`src/rtl/core/dram_bank_page_policy_macros.svh`:
```
// Assertion macros for the DRAM bank page-policy block.
// Bodies sample on clk and are disabled while rst is high; no other dependencies.
`ifndef DRAM_BANK_PAGE_POLICY_MACROS_SVH
`define DRAM_BANK_PAGE_POLICY_MACROS_SVH

// Consequent must hold in the cycle after the antecedent.
`define BPP_ASSERT_NEXT(lbl, ante, cons) \
  lbl: assert property (@(posedge clk) disable iff (rst) (ante) |=> (cons)) \
    else $error("bank page policy: next-cycle check failed");

// Consequent must hold in the same cycle as the antecedent.
`define BPP_ASSERT_NOW(lbl, ante, cons) \
  lbl: assert property (@(posedge clk) disable iff (rst) (ante) |-> (cons)) \
    else $error("bank page policy: same-cycle check failed");

`endif

```
`src/rtl/core/bpp_pkg.sv`:
```
// Shared types and codes for the DRAM bank page-policy block.
// No dependencies; used by bpp_decide, bpp_result_queue and dram_bank_page_policy.
`timescale 1ns / 1ps

package bpp_pkg;

  typedef enum logic [1:0] {
    OP_EVAL   = 2'd0,
    OP_UPDATE = 2'd1,
    OP_BLOCK  = 2'd2
  } bpp_op_t;

  typedef enum logic [3:0] {
    ISS_ACT     = 4'd0,
    ISS_PRE     = 4'd1,
    ISS_RD      = 4'd2,
    ISS_WR      = 4'd3,
    ISS_RDA     = 4'd4,
    ISS_WRA     = 4'd5,
    ISS_PD_SREF = 4'd6,
    ISS_REF     = 4'd7,
    ISS_RFM     = 4'd8,
    ISS_PD_EXIT = 4'd9,
    ISS_OTHER   = 4'd10
  } bpp_issued_t;

  typedef enum logic [2:0] {
    CMD_NOP = 3'd0,
    CMD_ACT = 3'd1,
    CMD_PRE = 3'd2,
    CMD_RD  = 3'd3,
    CMD_WR  = 3'd4,
    CMD_RDA = 3'd5,
    CMD_WRA = 3'd6
  } bpp_cmd_t;

  typedef enum logic [1:0] {
    POL_OPEN         = 2'd0,
    POL_CLOSED       = 2'd1,
    POL_OPEN_ADAPT   = 2'd2,
    POL_CLOSED_ADAPT = 2'd3
  } bpp_policy_t;

  typedef enum logic [1:0] {
    REG_PAGE_POLICY  = 2'd0,
    REG_RM_ENABLE    = 2'd1,
    REG_DEC_REFRESH  = 2'd2,
    REG_DEC_RFM      = 2'd3
  } bpp_reg_t;

  typedef struct packed {
    logic row_is_open;
    logic held_valid;
    logic held_write;
    logic keep_held;
    logic asleep;
    logic stalled;
  } bpp_flags_t;

  typedef struct packed {
    bpp_cmd_t    next_cmd;
    logic        bank_idle;
    logic        bank_activated;
    logic [15:0] row_open_now;
    logic [15:0] activation_count;
  } bpp_result_t;

  typedef struct packed {
    bpp_policy_t page_policy;
    logic        refresh_mgmt_enable;
    logic [15:0] decrement_on_refresh;
    logic [15:0] decrement_on_rfm;
  } bpp_cfg_t;

endpackage

```
`src/rtl/core/bpp_decide.sv`:
```
// Next-state and command selection for one bank transaction.
// Depends on bpp_pkg; purely combinational, state lives in the top level.
`timescale 1ns / 1ps

module bpp_decide #(
  parameter int ROW_BITS   = 16,
  parameter int COUNT_BITS = 16
) (
  input  bpp_pkg::bpp_cfg_t    cfg,
  input  bpp_pkg::bpp_flags_t  flags,
  input  logic [ROW_BITS-1:0]  open_row,
  input  logic [ROW_BITS-1:0]  held_row,
  input  logic [COUNT_BITS-1:0] act_counter,
  input  bpp_pkg::bpp_cmd_t    chosen_cmd,
  input  logic [1:0]           op,
  input  logic                 req_valid,
  input  logic [ROW_BITS-1:0]  req_row,
  input  logic                 req_is_write,
  input  logic                 further_request,
  input  logic                 further_row_hit,
  input  logic [3:0]           issued_cmd,
  output bpp_pkg::bpp_flags_t  flags_next,
  output logic [ROW_BITS-1:0]  open_row_next,
  output logic [ROW_BITS-1:0]  held_row_next,
  output logic [COUNT_BITS-1:0] act_counter_next,
  output bpp_pkg::bpp_cmd_t    chosen_cmd_next
);
  import bpp_pkg::*;

  localparam int SUB_W = (COUNT_BITS > 16) ? COUNT_BITS : 16;

  logic             auto_pre;
  logic [15:0]      dec_amt;
  logic [SUB_W-1:0] cnt_ext;
  logic [SUB_W-1:0] dec_ext;
  logic [SUB_W-1:0] cnt_diff;
  logic [COUNT_BITS-1:0] cnt_floored;
  logic [COUNT_BITS-1:0] cnt_incr;

  // one shared floor-at-zero subtractor for REF and RFM
  always_comb begin
    dec_amt  = (issued_cmd == ISS_RFM) ? cfg.decrement_on_rfm : cfg.decrement_on_refresh;
    cnt_ext  = SUB_W'(act_counter);
    dec_ext  = SUB_W'(dec_amt);
    cnt_diff = cnt_ext - dec_ext;
    cnt_floored = (cnt_ext > dec_ext) ? COUNT_BITS'(cnt_diff) : '0;
    cnt_incr = (act_counter != {COUNT_BITS{1'b1}}) ? act_counter + COUNT_BITS'(1)
                                                   : act_counter;
  end

  always_comb begin
    flags_next       = flags;
    open_row_next    = open_row;
    held_row_next    = held_row;
    act_counter_next = act_counter;
    chosen_cmd_next  = chosen_cmd;
    auto_pre         = 1'b0;
    case (op)
      OP_EVAL: begin
        chosen_cmd_next = CMD_NOP;
        if (!flags.asleep && !flags.stalled && req_valid) begin
          // a kept request is only replaced by a hit to the open row
          if (!flags.keep_held || req_row == open_row) begin
            flags_next.held_valid = 1'b1;
            flags_next.held_write = req_is_write;
            held_row_next         = req_row;
          end
          case (cfg.page_policy)
            POL_OPEN:         auto_pre = 1'b0;
            POL_OPEN_ADAPT:   auto_pre = further_request && !further_row_hit;
            POL_CLOSED_ADAPT: auto_pre = !further_row_hit;
            default:          auto_pre = 1'b1;
          endcase
          if (!flags.row_is_open) begin
            chosen_cmd_next = CMD_ACT;
          end else if (cfg.page_policy != POL_CLOSED && held_row_next != open_row) begin
            chosen_cmd_next = CMD_PRE;
          end else if (auto_pre) begin
            chosen_cmd_next = flags_next.held_write ? CMD_WRA : CMD_RDA;
          end else begin
            chosen_cmd_next = flags_next.held_write ? CMD_WR : CMD_RD;
          end
        end
      end
      OP_UPDATE: begin
        case (issued_cmd)
          ISS_ACT: begin
            flags_next.row_is_open = 1'b1;
            flags_next.keep_held   = 1'b1;
            open_row_next          = held_row;
            act_counter_next       = cnt_incr;
          end
          ISS_PRE: begin
            flags_next.row_is_open = 1'b0;
            flags_next.keep_held   = 1'b0;
          end
          ISS_RD, ISS_WR: begin
            flags_next.held_valid = 1'b0;
            flags_next.keep_held  = 1'b0;
          end
          ISS_RDA, ISS_WRA: begin
            flags_next.row_is_open = 1'b0;
            flags_next.held_valid  = 1'b0;
            flags_next.keep_held   = 1'b0;
          end
          ISS_PD_SREF: flags_next.asleep = 1'b1;
          ISS_REF, ISS_RFM: begin
            flags_next.asleep  = 1'b0;
            flags_next.stalled = 1'b0;
            if (cfg.refresh_mgmt_enable) begin
              act_counter_next = cnt_floored;
            end
          end
          ISS_PD_EXIT: flags_next.asleep = 1'b0;
          default: ;
        endcase
      end
      OP_BLOCK: begin
        flags_next.stalled = 1'b1;
        chosen_cmd_next    = CMD_NOP;
      end
      default: ;
    endcase
  end

endmodule

```
`src/rtl/core/bpp_result_queue.sv`:
```
// Two-entry result queue between the bank logic and the output channel.
// Depends on bpp_pkg for the result type.
`timescale 1ns / 1ps

module bpp_result_queue (
  input  logic                 clk,
  input  logic                 rst,
  input  logic                 push,
  input  bpp_pkg::bpp_result_t push_data,
  input  logic                 pop,
  output logic                 full,
  output logic                 valid,
  output bpp_pkg::bpp_result_t head
);
  import bpp_pkg::*;

  bpp_result_t entry [2];
  logic [1:0]  count;
  logic        wr_ptr;
  logic        rd_ptr;

  assign full  = (count == 2'd2);
  assign valid = (count != 2'd0);
  assign head  = entry[rd_ptr];

  always_ff @(posedge clk) begin
    if (rst) begin
      count  <= 2'd0;
      wr_ptr <= 1'b0;
      rd_ptr <= 1'b0;
    end else begin
      if (push) begin
        wr_ptr <= ~wr_ptr;
      end
      if (pop) begin
        rd_ptr <= ~rd_ptr;
      end
      count <= count + 2'(push) - 2'(pop);
    end
  end

  always_ff @(posedge clk) begin
    if (push) begin
      entry[wr_ptr] <= push_data;
    end
  end

endmodule

```
`src/rtl/core/dram_bank_page_policy.sv`:
```
// Latency: out_valid is high in the cycle after a transaction is accepted; its own result may wait behind earlier ones.
// Throughput: one transaction per cycle; bank state updates at the accepting edge,
// results wait in a two-entry queue, so input stalls only when that queue is full.
// Config writes are taken every cycle. Reset clears bank state, config and queue.
// Depends on bpp_pkg, bpp_decide, bpp_result_queue and the assertion macro header.
`timescale 1ns / 1ps

module dram_bank_page_policy #(
  parameter int ROW_BITS   = 16,
  parameter int COUNT_BITS = 16
) (
  input  logic        clk,
  input  logic        rst,
  input  logic        in_valid,
  output logic        in_ready,
  input  logic [1:0]  op,
  input  logic        req_valid,
  input  logic [15:0] req_row,
  input  logic        req_is_write,
  input  logic        further_request,
  input  logic        further_row_hit,
  input  logic [3:0]  issued_cmd,
  output logic        out_valid,
  input  logic        out_ready,
  output logic [2:0]  next_cmd,
  output logic        bank_idle,
  output logic        bank_activated,
  output logic [15:0] row_open_now,
  output logic [15:0] activation_count,
  input  logic        cfg_valid,
  output logic        cfg_ready,
  input  logic [1:0]  cfg_index,
  input  logic [15:0] cfg_data
);
  import bpp_pkg::*;

  `include "dram_bank_page_policy_macros.svh"

  bpp_cfg_t              cfg;
  bpp_flags_t            flags;
  bpp_flags_t            flags_next;
  logic [ROW_BITS-1:0]   open_row;
  logic [ROW_BITS-1:0]   open_row_next;
  logic [ROW_BITS-1:0]   held_row;
  logic [ROW_BITS-1:0]   held_row_next;
  logic [COUNT_BITS-1:0] act_counter;
  logic [COUNT_BITS-1:0] act_counter_next;
  bpp_cmd_t              chosen_cmd;
  bpp_cmd_t              chosen_cmd_next;
  logic                  in_fire;
  logic                  q_full;
  bpp_result_t           result;
  bpp_result_t           q_head;

  assign cfg_ready = 1'b1;
  assign in_ready  = !q_full;
  assign in_fire   = in_valid && in_ready;

  always_ff @(posedge clk) begin
    if (rst) begin
      cfg <= '0;
    end else if (cfg_valid) begin
      case (cfg_index)
        REG_PAGE_POLICY: cfg.page_policy          <= bpp_policy_t'(cfg_data[1:0]);
        REG_RM_ENABLE:   cfg.refresh_mgmt_enable  <= cfg_data[0];
        REG_DEC_REFRESH: cfg.decrement_on_refresh <= cfg_data;
        REG_DEC_RFM:     cfg.decrement_on_rfm     <= cfg_data;
        default: ;
      endcase
    end
  end

  bpp_decide #(
    .ROW_BITS  (ROW_BITS),
    .COUNT_BITS(COUNT_BITS)
  ) u_decide (
    .cfg             (cfg),
    .flags           (flags),
    .open_row        (open_row),
    .held_row        (held_row),
    .act_counter     (act_counter),
    .chosen_cmd      (chosen_cmd),
    .op              (op),
    .req_valid       (req_valid),
    .req_row         (ROW_BITS'(req_row)),
    .req_is_write    (req_is_write),
    .further_request (further_request),
    .further_row_hit (further_row_hit),
    .issued_cmd      (issued_cmd),
    .flags_next      (flags_next),
    .open_row_next   (open_row_next),
    .held_row_next   (held_row_next),
    .act_counter_next(act_counter_next),
    .chosen_cmd_next (chosen_cmd_next)
  );

  always_ff @(posedge clk) begin
    if (rst) begin
      flags       <= '0;
      open_row    <= '0;
      held_row    <= '0;
      act_counter <= '0;
      chosen_cmd  <= CMD_NOP;
    end else if (in_fire) begin
      flags       <= flags_next;
      open_row    <= open_row_next;
      held_row    <= held_row_next;
      act_counter <= act_counter_next;
      chosen_cmd  <= chosen_cmd_next;
    end
  end

  // result reports the state after this transaction
  always_comb begin
    result.next_cmd         = chosen_cmd_next;
    result.bank_idle        = !flags_next.held_valid;
    result.bank_activated   = flags_next.row_is_open;
    result.row_open_now     = 16'(open_row_next);
    result.activation_count = 16'(act_counter_next);
  end

  bpp_result_queue u_queue (
    .clk      (clk),
    .rst      (rst),
    .push     (in_fire),
    .push_data(result),
    .pop      (out_valid && out_ready),
    .full     (q_full),
    .valid    (out_valid),
    .head     (q_head)
  );

  assign next_cmd         = q_head.next_cmd;
  assign bank_idle        = q_head.bank_idle;
  assign bank_activated   = q_head.bank_activated;
  assign row_open_now     = q_head.row_open_now;
  assign activation_count = q_head.activation_count;

  `BPP_ASSERT_NEXT(a_result_follows, in_fire, out_valid)
  `BPP_ASSERT_NEXT(a_stalled_eval_nop, in_fire && flags.stalled && op == OP_EVAL, chosen_cmd == CMD_NOP)
  `BPP_ASSERT_NEXT(a_act_opens_row, in_fire && op == OP_UPDATE && issued_cmd == ISS_ACT, flags.row_is_open && flags.keep_held)
  `BPP_ASSERT_NOW(a_ready_tracks_queue, q_full, !in_ready)

endmodule
```
`config.mk`:
```
export PLATFORM = sky130hd
export DESIGN_NAME = dram_bank_page_policy
export DESIGN_NICKNAME = d
export VERILOG_FILES = /design/src/rtl/core/bpp_pkg.sv /design/src/rtl/core/bpp_decide.sv /design/src/rtl/core/bpp_result_queue.sv /design/src/rtl/core/dram_bank_page_policy.sv
export VERILOG_INCLUDE_DIRS = /design/src /design/src/rtl/core
export SDC_FILE = /design/constraint.sdc
export NUM_CORES = 1
export LEC_CHECK = 0
export BUFFER_PORTS_ARGS = -buffer_cell sky130_fd_sc_hd__clkbuf_2
export CAP_MARGIN = 25
export CORE_UTILIZATION = 59
export DETAILED_ROUTE_END_ITERATION = 12
export HOLD_SLACK_MARGIN = 0.03
export PLACE_DENSITY = 0.8
export SYNTH_ARGS = -nofsm -noshare
export SYNTH_HDL_FRONTEND = slang
export SYNTH_SLANG_ARGS = --single-unit
```
`constraint.sdc`:
```
create_clock -name clk -period 4.6 [get_ports clk]
set_input_delay 0.92 -clock clk [delete_from_list [all_inputs] [get_ports clk]]
set_output_delay 0.92 -clock clk [all_outputs]
set_load 0.1 [all_outputs]
```
==> metrics <==
outcome finished clean; Reg area between 4000 and 5000 um2; drt total wl 22600 um; Final #Nets 1095; Synth Area per Inst slightly above 9 um2; placed cells 1190; Num Clock Sinks 171; clock latency on the worst-skew pair 0.43 ns; Synth Area in Adders between 3 and 4%; Pwr Total 5.49 mW; Yosys Warn Count 0; Power Density 548 nW/um2; Die X approximately 120 um; Area contributors post-synth edfxtp_1 25%, dfxtp_1 22%, nand2_1 8.1%; Most used DFF post-synth dfxtp_1; FILL cells 1145; simple-gate area share of the yosys netlist 18.0%; multiplexer area fraction after synthesis under 10%; all-layer global routing usage between 20% and 30%; Multi-input gate area roughly 4400 um2; max-cap violation count 0; final hold vios 0; Yosys reg bits roughly 170; ys async rst share 0%; main combinational cell family by area after synthesis simple AND/OR/NAND/NOR gates; area leader, netlist edfxtp_1; final setup TNS 0 ns; root buffer cell clkbuf_16; Non-Filler Instances 1222; peak supply drop 482 uV; xor/xnor share of the synthesized area 3.48%; Final Cycle Share 83.4%; HPWL Detailed 15800 um; initial core utilization 60.7%; Syn Nets 1025; share of post-route cells with drive strength above 1 a little under a fifth; element type at the critical path end register; gp weighted congestion 0.917; Clock Path Buffers 2; skew final 0.0121 ns; startpoint types primary input; initial drt markers 762; count leader, synth nand2_1; DRC 0; EDFF count, synth 74; initial antenna violation count 0; Lkg Pwr 3.93 nW; first-pass GRT wire length about 36000 um; postcts setup bufs 0; Core Area 14500 um2; RSZ-0062 raised after global routing false; CTS tree yes; quantity of hold-fixing buffers added after cts 0; Clock transition at path regs 0.07 ns; I/O Buffers 87; Die ar. around 15000 um2; 1st-pass router iterations 8; # setup viols final 0; post-synthesis compound-gate area fraction 17.5%; area delta synth->final 13.5%; Final Max Tran Viols 0; Commonest cells post-synth 190 x nand2_1, 97 x dfxtp_1, 87 x a21oi_1; largest net degree at the start of global routing 74; vias in the first global route just under 7000; Worst-Margin Slew slightly above 0.8 ns; Mapped Area 8820 um2; number of CTS-inserted buffers 17; FMAX 0.261 GHz; CP arrival around 4.0 ns; Gate Count Post-Synth 955; via count 7611; critical-path maximum fanout 16; worst path required time 4.74 ns; relative slew slack between 40 and 50%; Synth top area share 25.2%; Tmin final ~3.8 ns; min-delay worst type reg2reg; wire per inst 18.5 um; CTS resizes 0; Netlist cell types 71; sequential area share after synthesis 47.2%; n_diodes 0; H-tree Lvls 4; Std-Cell Rows 44; Final ANT Viol Nets 0; Chip Height about 120 um; I/O Pins 89; Crit Path Class in2reg; DR vias/cell a little over 6; gr ovfl total 0
-- critical path: stages --
cell and delay, ns:
clkbuf_2 0.17, nor3_1 0.27, nand2_1 0.16, buf_4 0.24, mux2i_1 0.15, ha_1 0.40
nand2_1 0.14, nor4_1 0.49, o211a_1 0.28, o21ba_2 0.39, nand3_1 0.17, o311ai_0 0.20
-- cell families (layout without fill, tap and decap cells) --
group | after synthesis | in the layout
AND/OR/NAND/NOR | 351 | 351
buffers and inverters | 76 | 159
adder cells (fa/ha/maj) | 21 | 21
other | 1 | 1
flip-flops | 171 | 171
multiplexers | 59 | 59
XOR/XNOR | 35 | 35
AO/OA/AOI/OAI | 241 | 241
-- area by class of cell --
class,instances,share of cell area (%)
Multi-Input combinational cell,708,43.6
Sequential cell,171,41.6
Clock buffer,17,4.25
Inverter,29,1.09
Tap cell,184,2.30
Timing Repair Buffer,98,5.41
Clock inverter,15,1.76
-- placed cells by master (no fill, tap or decap), drive strengths merged, types with 15 or more instances in the layout --
cell,count
nand2,191
clkbuf,104
dfxtp,97
a21oi,88
edfxtp,74
o21ai,45
nor2,41
mux2,40
inv,36
nand3,35
xnor2,20
nor3,20
ha,20
mux2i,19
xor2,15
-- metrics by stage --
step	hold WS, ns	area (um2)	utilization (%)	setup WS, ns
after floorplan	0.433	8820	-	0.377
after global placement	0.443	9370	64.5	0.467
after detailed placement	0.446	9410	64.8	0.412
after CTS	0.457	10000	68.9	0.856
after global routing	0.478	10000	68.9	0.457
final	0.454	10000	68.9	0.763
-- report_power, final --
group | leakage (nW) | total [mW] | switching [mW] | internal, mW
clock network | 0.291 | 1.43 | 0.697 | 0.736
logic | 2.14 | 2.16 | 1.65 | 0.513
registers | 1.50 | 1.90 | 0.104 | 1.79
total | 3.93 | 5.49 | 2.45 | 3.04
-- flip-flops by register name, indices dropped and copies added, names as in the netlist, named ones only --
register / count
cfg: 35
chosen_cmd: 3
open_row: 16
u_queue.count: 2
u_queue.wr_ptr: 1
act_counter: 16
u_queue.rd_ptr: 1
u_queue.entry: 74
held_row: 16
flags: 6
-- final timing paths --
kind,slack [ns],to,startpoint,depth (start not counted)
worst min-delay path,0.45,cfg[16],cfg[16],2
worst max register to register,1.49,u_queue.entry[0][36],open_row[12],9
worst max-delay path,0.76,u_queue.entry[0][8],issued_cmd[1],12
worst min register to register,0.45,cfg[16],cfg[16],2
-- metal layers --
metal / part of all wire (%) / track usage [%]
met5: 0 / 0
met4: 1.8 / 9.50
met3: 11 / 5.88
met2: 43 / 43.3
met1: 45 / 44.6
No activity file was read; power rests on OpenSTA's default activity.
